===== config.mk =====
export PLATFORM = sky130hd
export DESIGN_NAME = sequence_copy_ratio_filter_unit
export DESIGN_NICKNAME = d
export VERILOG_FILES = /design/src/rtl/scrf_pkg.sv /design/src/rtl/sequence_copy_ratio_filter_unit.sv
export SDC_FILE = /design/constraint.sdc
export NUM_CORES = 1
export LEC_CHECK = 0
export BUFFER_PORTS_ARGS = -buffer_cell sky130_fd_sc_hd__buf_2
export CAP_MARGIN = 30
export CORE_UTILIZATION = 55
export CTS_CLUSTER_SIZE = 28
export DETAILED_ROUTE_END_ITERATION = 8
export GPL_ROUTABILITY_DRIVEN = 0
export PLACE_DENSITY_LB_ADDON = 0.3
export SLEW_MARGIN = 0
export SYNTH_ARGS = -nofsm -noshare
export SYNTH_HDL_FRONTEND = slang
export SYNTH_SLANG_ARGS = --single-unit

===== constraint.sdc =====
create_clock -name clk -period 6.64 [get_ports clk]
set_clock_uncertainty 0.2 [all_clocks]
set_input_delay 0.996 -clock clk [delete_from_list [all_inputs] [get_ports clk]]
set_output_delay 0.996 -clock clk [all_outputs]
set_load 0.01 [all_outputs]

===== src/rtl/scrf_pkg.sv =====
// scrf_pkg: shared types and constants of the sequence copy ratio filter
// word layouts for the input and result channels, register indexes, defaults
// no dependencies
package scrf_pkg;

  localparam int unsigned FIELD_W   = 16;
  localparam int unsigned FRAC_W    = 9;
  localparam int unsigned RATIO_W   = 24;
  localparam int unsigned SUM_W     = 40;
  localparam int unsigned CFG_IDX_W = 3;

  localparam int unsigned MAX_MARKERS_DEF = 65535;
  localparam int unsigned COUNT_BITS_DEF  = 16;

  localparam logic [RATIO_W-1:0] RATIO_SAT = 24'd16776960;

  localparam logic [CFG_IDX_W-1:0] REG_MIN_COPY         = 3'd0;
  localparam logic [CFG_IDX_W-1:0] REG_MAX_COPY         = 3'd1;
  localparam logic [CFG_IDX_W-1:0] REG_MIN_AVERAGE      = 3'd2;
  localparam logic [CFG_IDX_W-1:0] REG_MAX_LOW_FRACTION = 3'd3;
  localparam logic [CFG_IDX_W-1:0] REG_MIN_HITS         = 3'd4;

  localparam logic [FIELD_W-1:0] MIN_COPY_RST         = 16'd3;
  localparam logic [FIELD_W-1:0] MAX_COPY_RST         = 16'hFFFF;
  localparam logic [FIELD_W-1:0] MIN_AVERAGE_RST      = 16'd0;
  localparam logic [FRAC_W-1:0]  MAX_LOW_FRACTION_RST = 9'd256;
  localparam logic [FIELD_W-1:0] MIN_HITS_RST         = 16'd1;

  typedef struct packed {
    logic [FIELD_W-1:0] reference_count;
    logic [FIELD_W-1:0] sequence_count;
    logic               last_marker;
  } in_word_t;

  typedef struct packed {
    logic [FIELD_W-1:0] marker_total;
    logic [FIELD_W-1:0] low_total;
    logic [FIELD_W-1:0] hit_total;
    logic [RATIO_W-1:0] average_ratio;
    logic               keep;
  } out_word_t;

  function automatic logic [FIELD_W-1:0] clamp16(input logic [31:0] v);
    logic [FIELD_W-1:0] r;
    r = (v > 32'h0000FFFF) ? 16'hFFFF : v[FIELD_W-1:0];
    return r;
  endfunction

endpackage


===== src/rtl/sequence_copy_ratio_filter_unit.sv =====
// sequence_copy_ratio_filter_unit: marker counts, Q.8 copy ratio mean, keep decision
// one shared restoring divider under a small sequencer
// depends on scrf_pkg
//
//   channel | signals                       | word
//   --------+-------------------------------+---------------------------
//   input   | in_valid, in_stall, in_word   | one marker
//   result  | out_valid, out_stall, out_word| totals, mean ratio, keep
//   config  | cfg_valid, cfg_ready          | cfg_index, cfg_data
//
// a marker is handled in order: accept, 24 divider steps for its ratio, one accumulate
// a marker with zero sequence count skips the divider
// the last marker adds 40 divider steps for the mean, one multiply step and the
// emit step, which waits while the previous result is stalled
// synchronous reset restores register defaults and clears the counters
module sequence_copy_ratio_filter_unit #(
  parameter int unsigned MAX_MARKERS = scrf_pkg::MAX_MARKERS_DEF,
  parameter int unsigned COUNT_BITS  = scrf_pkg::COUNT_BITS_DEF
) (
  input  logic                                clk,
  input  logic                                rst,
  input  logic                                in_valid,
  output logic                                in_stall,
  input  scrf_pkg::in_word_t                  in_word,
  output logic                                out_valid,
  input  logic                                out_stall,
  output scrf_pkg::out_word_t                 out_word,
  input  logic                                cfg_valid,
  output logic                                cfg_ready,
  input  logic [scrf_pkg::CFG_IDX_W-1:0]      cfg_index,
  input  logic [scrf_pkg::FIELD_W-1:0]        cfg_data
);
  import scrf_pkg::*;

  localparam longint unsigned CntFull  = (64'd1 << COUNT_BITS) - 64'd1;
  localparam longint unsigned CntLim64 =
    (64'(MAX_MARKERS) < CntFull) ? 64'(MAX_MARKERS) : CntFull;
  localparam logic [COUNT_BITS-1:0] CntLimit = CntLim64[COUNT_BITS-1:0];
  localparam int unsigned DVR_W   = (COUNT_BITS > FIELD_W) ? COUNT_BITS : FIELD_W;
  localparam int unsigned PROD_W  = COUNT_BITS + FRAC_W;
  localparam int unsigned STEP_W  = 6;
  localparam logic [STEP_W-1:0] RatioSteps = STEP_W'(RATIO_W - 1);
  localparam logic [STEP_W-1:0] AvgSteps   = STEP_W'(SUM_W - 1);

  typedef enum logic [2:0] {
    S_IDLE, S_RATIO, S_ACC, S_AVG, S_MULT, S_EMIT
  } state_t;

  state_t state;

  logic [FIELD_W-1:0]    min_copy;
  logic [FIELD_W-1:0]    max_copy;
  logic [FIELD_W-1:0]    min_average;
  logic [FRAC_W-1:0]     max_low_fraction;
  logic [FIELD_W-1:0]    min_hits;

  logic [COUNT_BITS-1:0] marker_counter;
  logic [COUNT_BITS-1:0] low_counter;
  logic [COUNT_BITS-1:0] hit_counter;
  logic [SUM_W-1:0]      ratio_sum;
  logic                  last_q;

  logic [SUM_W-1:0]      quo;
  logic [DVR_W-1:0]      rem;
  logic [DVR_W-1:0]      dvs;
  logic [STEP_W-1:0]     step;

  logic [PROD_W-1:0]     frac_lhs;
  logic [PROD_W-1:0]     frac_rhs;
  logic [RATIO_W-1:0]    avg_q;

  logic                  in_take;
  logic                  out_free;
  logic [DVR_W:0]        div_shift;
  logic                  div_ge;
  logic [DVR_W:0]        div_diff;
  logic [DVR_W-1:0]      div_rem_next;
  logic [SUM_W:0]        sum_add;
  logic [FIELD_W-1:0]    hits_needed;
  logic                  keep_next;

  assign in_stall  = (state != S_IDLE);
  assign cfg_ready = 1'b1;
  assign in_take   = in_valid && !in_stall;
  assign out_free  = !out_valid || !out_stall;

  // shared restoring divider step
  assign div_shift    = {rem, quo[SUM_W-1]};
  assign div_ge       = (div_shift >= {1'b0, dvs});
  assign div_diff     = div_shift - {1'b0, dvs};
  assign div_rem_next = div_ge ? div_diff[DVR_W-1:0] : div_shift[DVR_W-1:0];

  assign sum_add     = {1'b0, ratio_sum} + (SUM_W + 1)'(quo[RATIO_W-1:0]);
  assign hits_needed = (min_hits == '0) ? FIELD_W'(1) : min_hits;
  assign keep_next   = (32'(hit_counter) >= 32'(hits_needed))
                    && (frac_lhs <= frac_rhs)
                    && (avg_q >= {min_average, 8'd0});

  always_ff @(posedge clk) begin
    if (rst) begin
      state            <= S_IDLE;
      out_valid        <= 1'b0;
      min_copy         <= MIN_COPY_RST;
      max_copy         <= MAX_COPY_RST;
      min_average      <= MIN_AVERAGE_RST;
      max_low_fraction <= MAX_LOW_FRACTION_RST;
      min_hits         <= MIN_HITS_RST;
      marker_counter   <= '0;
      low_counter      <= '0;
      hit_counter      <= '0;
      ratio_sum        <= '0;
      last_q           <= 1'b0;
      step             <= '0;
    end else begin
      if (cfg_valid && cfg_ready) begin
        unique case (cfg_index)
          REG_MIN_COPY:         min_copy         <= cfg_data;
          REG_MAX_COPY:         max_copy         <= cfg_data;
          REG_MIN_AVERAGE:      min_average      <= cfg_data;
          REG_MAX_LOW_FRACTION: max_low_fraction <= cfg_data[FRAC_W-1:0];
          REG_MIN_HITS:         min_hits         <= cfg_data;
          default: ;
        endcase
      end

      if (out_valid && !out_stall) begin
        out_valid <= 1'b0;
      end

      unique case (state)
        S_IDLE: begin
          if (in_take) begin
            last_q <= in_word.last_marker;
            if (marker_counter < CntLimit) begin
              marker_counter <= marker_counter + 1'b1;
            end
            if (in_word.reference_count < min_copy) begin
              if (low_counter < CntLimit) begin
                low_counter <= low_counter + 1'b1;
              end
            end else if (in_word.reference_count <= max_copy) begin
              if (hit_counter < CntLimit) begin
                hit_counter <= hit_counter + 1'b1;
              end
            end
            rem <= '0;
            dvs <= DVR_W'(in_word.sequence_count);
            if (in_word.sequence_count == '0) begin
              quo   <= SUM_W'(RATIO_SAT);
              state <= S_ACC;
            end else begin
              quo   <= {in_word.reference_count, (SUM_W - FIELD_W)'(0)};
              step  <= RatioSteps;
              state <= S_RATIO;
            end
          end
        end
        S_RATIO, S_AVG: begin
          rem  <= div_rem_next;
          quo  <= {quo[SUM_W-2:0], div_ge};
          step <= step - 1'b1;
          if (step == '0) begin
            state <= (state == S_RATIO) ? S_ACC : S_MULT;
          end
        end
        S_ACC: begin
          ratio_sum <= sum_add[SUM_W] ? '1 : sum_add[SUM_W-1:0];
          if (last_q) begin
            quo   <= sum_add[SUM_W] ? '1 : sum_add[SUM_W-1:0];
            rem   <= '0;
            dvs   <= DVR_W'(marker_counter);
            step  <= AvgSteps;
            state <= S_AVG;
          end else begin
            state <= S_IDLE;
          end
        end
        S_MULT: begin
          avg_q    <= (quo[SUM_W-1:RATIO_W] != '0) ? '1 : quo[RATIO_W-1:0];
          frac_lhs <= PROD_W'({low_counter, 8'd0});
          frac_rhs <= PROD_W'(max_low_fraction) * PROD_W'(marker_counter);
          state    <= S_EMIT;
        end
        S_EMIT: begin
          if (out_free) begin
            out_valid              <= 1'b1;
            out_word.marker_total  <= clamp16(32'(marker_counter));
            out_word.low_total     <= clamp16(32'(low_counter));
            out_word.hit_total     <= clamp16(32'(hit_counter));
            out_word.average_ratio <= avg_q;
            out_word.keep          <= keep_next;
            marker_counter         <= '0;
            low_counter            <= '0;
            hit_counter            <= '0;
            ratio_sum              <= '0;
            state                  <= S_IDLE;
          end
        end
        default: state <= S_IDLE;
      endcase
    end
  end

endmodule


Word-level counts from Yosys, hierarchy flattened
Index checks and enable logic that the tools add are counted.
{"block": "totals", "output_inout_bits": 76, "mem_count": 0, "latchBits": 0, "ram_bits": 0, "word_cells": 139, "mem_bits_ro": 0, "regBits": 382}
{"block": "op_classes", "n_reduce_logical": 36, "shift": 0, "mux": 42, "n_lt_le_gt_ge": 9, "div": 0, "n_bitwise": 1, "n_eq_ne": 20, "multipliers": 1, "add_sub_neg": 6}
{"cell": "$mux 16", "count": 16}
{"cell": "$mux 40", "count": 5}
{"cell": "$pmux 16 s2", "count": 4}
{"cell": "$pmux 40 s3", "count": 1}
{"cell": "$pmux 40 s2", "count": 1}
{"cell": "$add 16x1->16 const B", "count": 3}
{"cell": "$lt 16x16->1 const B", "count": 3}
{"cell": "$pmux 16 s3", "count": 1}
{"cell": "$add 40x24->41", "count": 1}
{"cell": "$logic_not 16->1", "count": 2}
{"cell": "$le 24x25->1", "count": 1}
{"cell": "$mul 9x16->25", "count": 1}
{"cell": "$ge 24x24->1", "count": 1}
{"cell": "$ne 2x2->1 const B", "count": 11}
{"cell": "$mux 6", "count": 3}
{"cell": "$pmux 6 s3", "count": 1}
{"cell": "$ge 17x16->1", "count": 1}
{"cell": "$ge 16x16->1", "count": 1}
{"cell": "$le 16x16->1", "count": 1}
{"cell": "$lt 16x16->1", "count": 1}
{"cell": "$reduce_and 2->1", "count": 8}
{"cell": "$reduce_and 4->1", "count": 4}
{"cell": "$reduce_bool 16->1", "count": 1}
{"cell": "$sub 16x16->16", "count": 1}
{"cell": "other kinds (20)", "count": 42}

Depth between registers and ports, before layout
Gate-level depths: netlist of the first run.
{"block": "depth", "ltp_word": 6, "mapped_depth": 21, "ltp_nobuf": 20}

Worst setup path before layout of the first run
Ideal clock, no wire load.
{"block": "synth_timing", "kind": "input-to-reg", "start": "in rst", "end": "reg avg_q[0], enable pin", "setup_ps": 582, "slack_ps": -492, "n_path_buf": 3, "stages": 4, "t_arrival_ps": 6350, "cell_sequence": "clkbuf_1 -> clkbuf_1 -> clkbuf_1 -> nor3b_1"}
{"block": "synth_via", "elab_chain_len": 2}
{"item": "from (decl)", "line": "sequence_copy_ratio_filter_unit.sv:21", "rtl": "input logic rst,"}
{"item": "$not 1->1 (no source line)"}
{"item": "$reduce_and 2->1 (no source line)"}
{"item": "to (signal assigned)", "line": "sequence_copy_ratio_filter_unit.sv:179", "rtl": "avg_q <= (quo[SUM_W-1:RATIO_W] != '0) ? '1 : quo[RATIO_W-1:0];"}
{"item": "to (decl)", "line": "sequence_copy_ratio_filter_unit.sv:70", "rtl": "logic [RATIO_W-1:0] avg_q;"}
No other way between the ends.
A chain may end at the register's enable or synchronous reset.

Worst setup path after layout of the first run
{"block": "layout_timing", "start": "reg max_low_fraction[2]", "end": "reg frac_rhs[24], data pin"}
{"block": "layout_via", "elab_chain_len": 1}
{"item": "from (decl)", "line": "sequence_copy_ratio_filter_unit.sv:54", "rtl": "logic [FRAC_W-1:0] max_low_fraction;"}
{"item": "from (signal assigned)", "line": "sequence_copy_ratio_filter_unit.sv:120", "rtl": "REG_MAX_LOW_FRACTION: max_low_fraction <= cfg_data[FRAC_W-1:0];"}
{"item": "$mul 9x16->25", "line": "sequence_copy_ratio_filter_unit.sv:181", "rtl": "frac_rhs <= PROD_W'(max_low_fraction) * PROD_W'(marker_counter);"}
{"item": "to (signal assigned)", "line": "sequence_copy_ratio_filter_unit.sv:181"}
{"item": "to (decl)", "line": "sequence_copy_ratio_filter_unit.sv:69", "rtl": "logic [PROD_W-1:0] frac_rhs;"}
No other way between the ends.

==> flow_summary_export.csv, run 1 <==
group,metric,value,unit
status,status,"completed",
timing,rsz0062_at_grt,"false",
route,drc_errors,0,
clocking,clock_path_buffers,3,
synthesis,synth_edf_count,210,
setup_path,cp.buffers_inverters,3,
synthesis,synthTopCellsByArea,"edfxtp_1, dfxtp_1, ha_1, fa_1, nand2_1",
setup_path,reg2reg_to,"frac_rhs[24]",
die,die_x,208.0,um
route,drt_pre_antenna_iters,6,
clocking,cts.sinks,382,
die,row_count,75,
route,via_per_inst,5.762,
hold_path,hold_class,"register to register",
synthesis,synth_top_area_share,0.2703,
synthesis,yosys.area.top_type,"edfxtp_1",
timing,min_period,6014,ps
clocking,htreeDepth,2,
die,pin_count,133,
final_layout,drive_above_1_share,0.1069,
synthesis,ys.flop_type,"edfxtp_1",
grt,grt_pass1_vias,17730,
timing,maxSlewViolCount,0,
power,leakagePower,10.87,nW
final_layout,post-route-util,0.6220,
setup_path,r2r-start,"max_low_fraction[2]",
clocking,worstSkewPairLatency,580,ps
final_layout,fin_nets,2876,
route,routed_wirelength,56990,um
synthesis,netlist_area,23330,sq um
setup_path,reg2reg_depth,18,
placed_design,dp_hpwl,41420,um
synthesis,synthDistinctLibCells,78,
synthesis,syn_avg_cell_area,9.502,sq um
timing,fin_crit_sh,0.9058,
clocking,cts_tree,"built",
setup_path,cp-startpoint,"max_low_fraction[2]",
clocking,cts_resized,0,
setup_path,cp_slowest_stage_delay,670,ps
placed_design,io_buffers,131,
final_layout,multi_input_area,12270,sq um
final_layout,fin_area,26030,sq um
setup_path,cp_top_family,"adder cells",
die,dieHeight,208.0,um
clocking,cts_setup_buffers,0,
grt,grt_start_max_net_pins,74,
setup_path,crit_arrival,6130,ps
setup_path,required,6750,ps
setup_path,cp_max_fo,17,
final_layout,fillers,3426,
grt,grt.total_usage,0.2653,
clocking,cts_buffers,42,
synthesis,synth.yosys.seq_area_share,0.4179,
timing,hold_viol_final,0,
setup_path,r2r_setup_slack,630,ps
synthesis,yosysMostFrequentCell,"nand2_1",
clocking,cts_root_buffer,"clkbuf_16",
synthesis,synthArstFlopShare,0,
timing,max_freq,166.3,MHz
clocking,cts_hold_buffers,0,
clocking,path_clk_slew,70,ps
grt,grt_antenna_before_repair,4,
timing,setup_viol,0,
route,drtIter0Drc,1289,
grt,grt_pass1_wl,91430,um
flow_run,max_cap_viol_count,0,
setup_path,cp_slowest_cell,"dfxtp_1",
setup_path,path_cells,"nand2_1, fa_1, inv_1, fa_1, inv_1, fa_1, fa_1, inv_1, ha_1, o21a_1, o31a_1, o311ai_0, a41oi_1, o2111ai_1, nand3_1, a31o_2, a21oi_1, xnor2_1",
die,dieArea,43240,sq um
synthesis,synthTopCellsByCount,"nand2_1, inv_1, edfxtp_1",
timing,slew_headroom,0.3431,
die,start_util,0.5574,
route,postRouteAntennaNets,0,
final_layout,area_delta_synth_final,11.59,%
setup_path,criticalPathCategory,"register to register",
setup_path,cp.depth,18,
route,vias,18020,
die,core-area,41850,sq um
synthesis,synth_cells,2455,
timing,setup_ws,625.8,ps
synthesis,synth_nets,2782,
grt,grt-ovfl-total,0,
timing,tightestPinTransition,985.3,ps
setup_path,start_kind,"register",
final_layout,regArea,9749,sq um
synthesis,ys_ff_latch,382,
route,avgRoutedWirePerCell,18.23,um
power,vdd_drop_max,0.0002154,V
synthesis,yosys_warnings,0,
power,cellPowerDensity,251.1,nW/um^2
setup_path,critPathCapture,"frac_rhs[24]",
setup_path,crit_top_cell,"fa_1",
setup_path,endpoint_kind,"register",
placed_design,pre_cts_slack,691.9,ps
timing,setup_tns,0,ps
placed_design,placed_cell_area,24490,sq um
==> cell families (layout without fill, tap and decap cells) <==
kind of cell             count (synthesis)  after routing  share of synthesized area
AO/OA/AOI/OAI                          506            506                     0.1363
XOR/XNOR                                84             84                    0.03154
adder cells (fa/ha/maj)                270            270                     0.1773
buffers and inverters                  356            484                    0.05803
flip-flops                             382            382                     0.4179
multiplexers                            13             13                   0.005578
other                                    1              6                  0.0001607
AND/OR/NAND/NOR                        843            843                     0.1732
==> routing by layer <==
metal / GRT usage / up-vias / routed length (um)
met5: 0 / - / 11
met4: 0.1006 / 2 / 1769
met3: 0.03925 / 115 / 3603
met2: 0.4276 / 591 / 26270
met1: 0.3631 / 8662 / 25340
li1: - / 8649 / -
==> sequential cells by signal, summed over array words and instances (netlist names), 16 cells and up <==
| signal | cells |
|---|---|
| min_average | 16 |
| quo | 40 |
| dvs | 16 |
| min_copy | 16 |
| rem | 16 |
| ratio_sum | 40 |
| marker_counter | 16 |
| frac_lhs | 16 |
| out_word | 73 |
| hit_counter | 16 |
| low_counter | 16 |
| avg_q | 24 |
| min_hits | 16 |
| frac_rhs | 25 |
| max_copy | 16 |
==> report_power, final <==
part / internal [mW] / leakage (nW) / switching [mW]
registers: 2.68 / 3.31 / 0.123
clock network: 1.51 / 0.736 / 0.999
logic: 0.468 / 6.82 / 0.760
total: 4.65 / 10.9 / 1.88
==> cells in the final DEF, fill, tap and decap left out, types with 16 or more instances in the layout <==
master / n
nand2_1: 336
inv_1: 253
edfxtp_1: 210
a21oi_1: 179
dfxtp_1: 172
ha_1: 169
nor2_1: 154
buf_2: 130
o21ai_0: 114
fa_1: 101
and2_1: 93
xnor2_1: 58
clkbuf_16: 45
nand3_1: 40
a21o_1: 39
nor3_1: 30
or2_2: 30
nand2b_1: 28
nor4_1: 26
xor2_1: 26
and3_1: 22
o21a_1: 19
nand4_1: 19
a211o_1: 19
buf_4: 18
nor2b_1: 16
a31oi_1: 16
==> worst min-delay path by stage <==
stage              start      endpoint  slack [ps]  depth (start not counted)
2_1_floorplan   avg_q[2]   out_word[3]         220                          0
3_3_place_gp    avg_q[5]   out_word[6]         240                          0
3_5_place_dp    avg_q[5]   out_word[6]         240                          0
4_1_cts         avg_q[5]   out_word[6]         250                          0
5_1_grt        avg_q[12]  out_word[13]         260                          0
6_report        avg_q[5]   out_word[6]         250                          0
==> through the flow <==
| stage | total power, mW | hold WS [ps] | cells |
|---|---|---|---|
| 5_1_grt | 6.809 | 264.6 | 3125 |
| 6_report | 6.536 | 252.9 | 3127 |
| 3_5_place_dp | 4.054 | 241.0 | 3043 |
| 4_1_cts | 6.553 | 254.8 | 3121 |
| 2_1_floorplan | 3.716 | 219.1 | 2455 |
| 3_3_place_gp | 3.990 | 238.7 | 3039 |
==> final cells by class <==
| class | count | area share |
|---|---|---|
| flip-flops and latches | 382 | 0.3745 |
| clock buffers | 57 | 0.04729 |
| multi-input cells | 1717 | 0.4714 |
| well taps | 539 | 0.02591 |
| diodes | 5 | 0.0004806 |
| repair buffers | 152 | 0.03326 |
| clock inverters | 21 | 0.01053 |
| inverters | 254 | 0.03662 |
==> worst register-to-register path: cells and delay by family, from the launching register on <==
family                     cells  cell delay, ps
adders and majority gates      5            2430
buffers and inverters          3             150
and+or+nand+nor                2             320
xor gates and xnor gates       1              80
DFF                            1             670
AOI/OAI and AO/OA              7            1920
No activity file was read; power rests on OpenSTA's default activity.
==> run 2, diff against run 1 <==
--- a/config.mk
+++ b/config.mk
@@ -8,6 +8,7 @@
 export BUFFER_PORTS_ARGS = -buffer_cell sky130_fd_sc_hd__buf_2
 export CAP_MARGIN = 30
 export CORE_UTILIZATION = 55
+export CTS_CLUSTER_DIAMETER = 80
 export CTS_CLUSTER_SIZE = 28
 export DETAILED_ROUTE_END_ITERATION = 8
 export GPL_ROUTABILITY_DRIVEN = 0
==> constraint.sdc (replaced) <==
create_clock -name clk -period 7.4 [get_ports clk]
set_clock_uncertainty 0.2 [all_clocks]
set_input_delay 1.11 -clock clk [delete_from_list [all_inputs] [get_ports clk]]
set_output_delay 1.11 -clock clk [all_outputs]
set_load 0.01 [all_outputs]
==> flow_summary_export.csv, run 2 (same netlist as run 1, synthesis figures left out) <==
group,metric,value,unit
grt,grt.total_usage,0.2643,
setup_path,reg2reg_to,"frac_rhs[24]",
grt,grt-ovfl-total,0,
timing,fin_crit_sh,0.8094,
placed_design,dp_hpwl,42030,um
final_layout,reg_top3,"out_word x73, quo x40, ratio_sum x40",
route,drc_errors,0,
route,vias,18040,
timing,max_freq,166.9,MHz
status,status,"completed",
timing,rsz0062_at_grt,"false",
hold_path,holdCritStartpoint,"min_average[10]",
power,p_clk_frac,0.300,
die,die_x,208.0,um
timing,tightestPinTransition,946.0,ps
setup_path,criticalPathCategory,"register to register",
power,internal_power,3.504,mW
clocking,cts.sinks,382,
route,via_per_inst,5.833,
placed_design,io_buffers,131,
setup_path,start_kind,"register",
route,postRouteAntennaNets,0,
flow_run,max_cap_viol_count,0,
power,cellPowerDensity,203.5,nW/um^2
timing,slew_headroom,0.3693,
grt,grt_pass1_vias,17480,
die,pin_count,133,
setup_path,critPathCapture,"frac_rhs[24]",
power,swShare,0.3206,
clocking,worstSkewPairLatency,590,ps
die,start_util,0.5574,
power,leakagePower,10.53,nW
grt,grt_pass1_wl,91580,um
grt,grt_antenna_before_repair,9,
final_layout,fin_nets,2856,
die,core-area,41850,sq um
grt,grt_start_max_net_pins,92,
final_layout,largest_register,"out_word",
power,finalPower,5.158,mW
die,row_count,75,
final_layout,drive_above_1_share,0.09619,
clocking,cts_root_buffer,"clkbuf_16",
route,drt_pre_antenna_iters,5,
final_layout,fillers,3498,
setup_path,reg2reg_depth,18,
timing,setup_tns,0,ps
power,combPwrFrac,0.213,
timing,min_period,5990,ps
setup_path,cp-startpoint,"max_low_fraction[2]",
clocking,path_clk_slew,110,ps
hold_path,hold_class,"register to register",
final_layout,multi_input_area,12270,sq um
die,dieHeight,208.0,um
final_layout,regArea,9749,sq um
setup_path,crit_arrival,6120,ps
clocking,htreeDepth,1,
route,routed_wirelength,57240,um
setup_path,cp_max_fo,17,
final_layout,area_delta_synth_final,8.667,%
setup_path,endpoint_kind,"register",
final_layout,largest_reg_flops,73,
timing,maxSlewViolCount,0,
clocking,cts_setup_buffers,0,
final_layout,final_cell_mix,"nand2_1, inv_1, edfxtp_1",
die,dieArea,43240,sq um
route,avgRoutedWirePerCell,18.51,um
power,vdd_drop_max,0.0002064,V
power,p_sw,1.654,mW
clocking,cts_hold_buffers,0,
route,drtIter0Drc,1576,
clocking,cts_resized,0,
timing,hold_viol_final,0,
final_layout,final_common_cell,"nand2_1",
power,seq_power_share,0.487,
timing,setup_ws,1410,ps
setup_path,required,7530,ps
placed_design,pre_cts_slack,1453,ps
clocking,cts_buffers,24,
clocking,clock_path_buffers,3,
setup_path,r2r_setup_slack,1410,ps
setup_path,r2r-start,"max_low_fraction[2]",
timing,setup_viol,0,
clocking,cts_tree,"built",
==> run 2: cell count changes in the layout (fill, tap and decap cells not counted), sizes merged <==
cell | before | now
clkbuf | 57 | 27
inv | 255 | 263
bufinv | 5 | 0
clkinv | 12 | 7
buf | 151 | 149
clkinvlp | 3 | 1
diode | 5 | 7
==> run 2: stage by stage <==
stage / hold slack, ps / cells / util / cell area, sq um
2_1_floorplan: 219.1 / 2455 / - / 23330
3_3_place_gp: 234.5 / 3039 / 0.5835 / 24420
3_5_place_dp: 242.8 / 3042 / 0.5843 / 24450
4_1_cts: 260.4 / 3086 / 0.6053 / 25330
5_1_grt: 272.8 / 3093 / 0.6057 / 25350
6_report: 259.5 / 3093 / 0.6057 / 25350
==> run 2: how the worst min path moves through the flow <==
stage | cells after the start | end | slack (ps)
global placement | 0 | out_word[6] | 230
floorplan | 0 | out_word[3] | 220
CTS | 0 | out_word[6] | 260
global route | 0 | out_word[6] | 270
detailed placement | 0 | out_word[6] | 240
finish | 2 | min_average[10] | 260
==> run 2: critical path: stages (launching register included) <==
cell       delay [ps]
dfxtp_1           680
nand2_1           160
fa_1              560
inv_1              50
fa_1              520
inv_1              50
fa_1              460
fa_1              540
inv_1              40
ha_1              340
o21a_1            190
o31a_1            130
o311ai_0          650
a41oi_1           280
o2111ai_1         280
nand3_1           140
a31o_2            250
a21oi_1           170
xnor2_1            80
==> run 2: layout make-up <==
cell class | instances | share of cell area
Sequential cell | 382 | 0.3846
Timing Repair Buffer | 150 | 0.03198
Clock buffer | 27 | 0.02537
Inverter | 254 | 0.03761
Clock inverter | 17 | 0.009328
Tap cell | 539 | 0.02660
Antenna cell | 7 | 0.0006910
Multi-Input combinational cell | 1717 | 0.4838
==> run 2: power groups by stage <==
stage / sequential, mW / combinational, mW / clock [mW]
2_1_floorplan: 2.51 / 0.828 / 0
3_3_place_gp: 2.54 / 1.04 / 0
3_5_place_dp: 2.55 / 1.08 / 0
4_1_cts: 2.51 / 1.09 / 1.57
5_1_grt: 2.52 / 1.22 / 1.64
6_report: 2.51 / 1.10 / 1.55
==> run 2: layer usage <==
layer	share of wire	global-route usage	vias to the layer above
met4	0.026	0.08199	4
met1	0.44	0.3725	8714
li1	-	-	8579
met5	0.00042	0	-
met3	0.072	0.03109	87
met2	0.47	0.4278	657
==> run 3, diff against run 2 <==
==> constraint.sdc (replaced) <==
create_clock -name clk -period 5.6 [get_ports clk]
set_clock_uncertainty 0.2 [all_clocks]
set_input_delay 0.84 -clock clk [delete_from_list [all_inputs] [get_ports clk]]
set_output_delay 0.84 -clock clk [all_outputs]
set_load 0.01 [all_outputs]
==> flow_summary_export.csv, run 3 (same netlist as run 1, synthesis figures left out) <==
group,metric,value,unit
status,status,"completed",
setup_path,r2r-start,"max_low_fraction[5]",
die,start_util,0.5574,
placed_design,placed_cell_area,24720,sq um
grt,grt.total_usage,0.2639,
clocking,path_clk_slew,100,ps
final_layout,area_delta_synth_final,9.740,%
grt,grt_pass1_vias,17570,
final_layout,final_common_cell,"nand2_1",
hold_path,hold_end,"out_word[2]",
clocking,worstSkewPairLatency,560,ps
clocking,clock_path_buffers,3,
setup_path,required,5720,ps
route,postRouteAntennaNets,0,
final_layout,final_cell_mix,"nand2_1, inv_1, edfxtp_1",
power,leakagePower,10.69,nW
timing,setup_viol,0,
final_layout,largest_register,"out_word",
placed_design,dp_hpwl,42300,um
clocking,cts_tree,"built",
clocking,htreeDepth,1,
final_layout,post-route-util,0.6117,
timing,setup_ws,189.3,ps
final_layout,largest_reg_flops,73,
final_layout,drive_above_1_share,0.1141,
final_layout,reg_top3,"out_word x73, quo x40, ratio_sum x40",
hold_path,worst_hold_path.num_cells,0,
die,dieHeight,208.0,um
clocking,cts_buffers,23,
hold_path,holdCritStartpoint,"avg_q[1]",
hold_path,hold_class,"register to register",
route,drc_errors,0,
power,finalPower,6.717,mW
timing,slew_headroom,0.2779,
die,row_count,75,
timing,tightestPinTransition,1069,ps
setup_path,cp_max_fo,10,
route,drtIter0Drc,1453,
clocking,cts_root_buffer,"clkbuf_16",
timing,fin_crit_sh,0.9662,
grt,grt_pass1_wl,91740,um
grt,grt_antenna_before_repair,11,
clocking,cts_setup_buffers,0,
setup_path,reg2reg_depth,18,
final_layout,fin_nets,2887,
timing,rsz0062_at_grt,"false",
final_layout,fin_area,25600,sq um
setup_path,crit_arrival,5530,ps
clocking,cts.sinks,382,
die,core-area,41850,sq um
clocking,cts_hold_buffers,0,
placed_design,pre_cts_slack,-17.02,ps
route,vias,18050,
timing,min_period,5411,ps
grt,grt-ovfl-total,0,
route,avgRoutedWirePerCell,18.17,um
die,die_x,208.0,um
timing,max_freq,184.8,MHz
route,routed_wirelength,56760,um
setup_path,reg2reg_to,"frac_rhs[19]",
setup_path,r2r_setup_slack,190,ps
setup_path,endpoint_kind,"register",
die,pin_count,133,
timing,maxSlewViolCount,0,
timing,hold_viol_final,0,
route,via_per_inst,5.777,
setup_path,criticalPathCategory,"register to register",
grt,grt_start_max_net_pins,74,
route,drt_pre_antenna_iters,5,
placed_design,io_buffers,131,
setup_path,start_kind,"register",
power,cellPowerDensity,262.4,nW/um^2
flow_run,max_cap_viol_count,0,
power,vdd_drop_max,0.0002158,V
die,dieArea,43240,sq um
run 3: cell types whose count changed in the layout (fill, tap and decap cells not counted), moves of 2 or more:
cell / change
a21oi_1: -2
dfxtp_2: +10
ha_2: +2
inv_4: +2
a21oi_2: +2
buf_4: +31
diode_2: +2
inv_16: -2
dfxtp_4: +4
inv_8: +2
ha_1: -3
dfxtp_1: -14
run 3: worst max path at each step:
stage | startpoint | endpoint | slack [ps] | depth (start not counted)
6_report | max_low_fraction[5] | frac_rhs[19] | 190 | 18
2_1_floorplan | max_low_fraction[2] | frac_rhs[24] | 140 | 20
5_1_grt | max_low_fraction[7] | frac_rhs[24] | 20 | 19
3_3_place_gp | marker_counter[5] | frac_rhs[24] | 150 | 19
3_5_place_dp | marker_counter[5] | frac_rhs[24] | -20 | 19
4_1_cts | marker_counter[6] | frac_rhs[24] | 40 | 19
run 3: where the power goes:
group	switching (mW)	internal, mW
clock	1.06	0.889
sequential	0.136	3.17
combinational	0.912	0.553
total	2.11	4.61
run 3: critical path, cell delays in order, from the launching register on:
cell and delay (ps):
dfxtp_4 380, buf_4 170, and2_1 170, fa_1 570
fa_1 440, fa_1 550, inv_1 50, fa_1 520
inv_1 40, ha_2 320, and4_1 250, a21oi_2 130
a21bo_2 250, o211ai_1 210, nand3_1 170, or2_2 320
a21o_1 190, a21oi_2 140, xnor2_1 80
run 3: metal layers:
metal,routed length [um],up-vias,global-route usage
met5,27,-,0
met4,1349,4,0.07510
met3,3822,87,0.03577
met2,26500,647,0.4290
met1,25060,8679,0.3697
li1,-,8630,-
run 3: metrics by stage:
step | instances | TNS, ps | hold WS [ps]
final | 3124 | 0 | 258.0
after global routing | 3123 | 0 | 264.5
after CTS | 3115 | 0 | 259.9
after detailed placement | 3074 | -17.02 | 241.0
after global placement | 3072 | 0 | 236.6
after floorplan | 2455 | 0 | 219.1
run 3: what timing repair did:
| action | CTS | global route |
|---|---|---|
| pin swaps | 0 | 4 |
| gates resized for setup | 1 | 26 |
| setup endpoints to repair | 1 | 4 |
run 3: final cells by class:
cell class,instances,area (sq um)
clock inverters,16,193.9
well taps,539,674.4
repair buffers,182,1065
inverters,254,953.4
clock buffers,25,604.3
multi-input cells,1717,12310
fillers,3475,16250
flip-flops and latches,382,9777
diodes,9,22.52
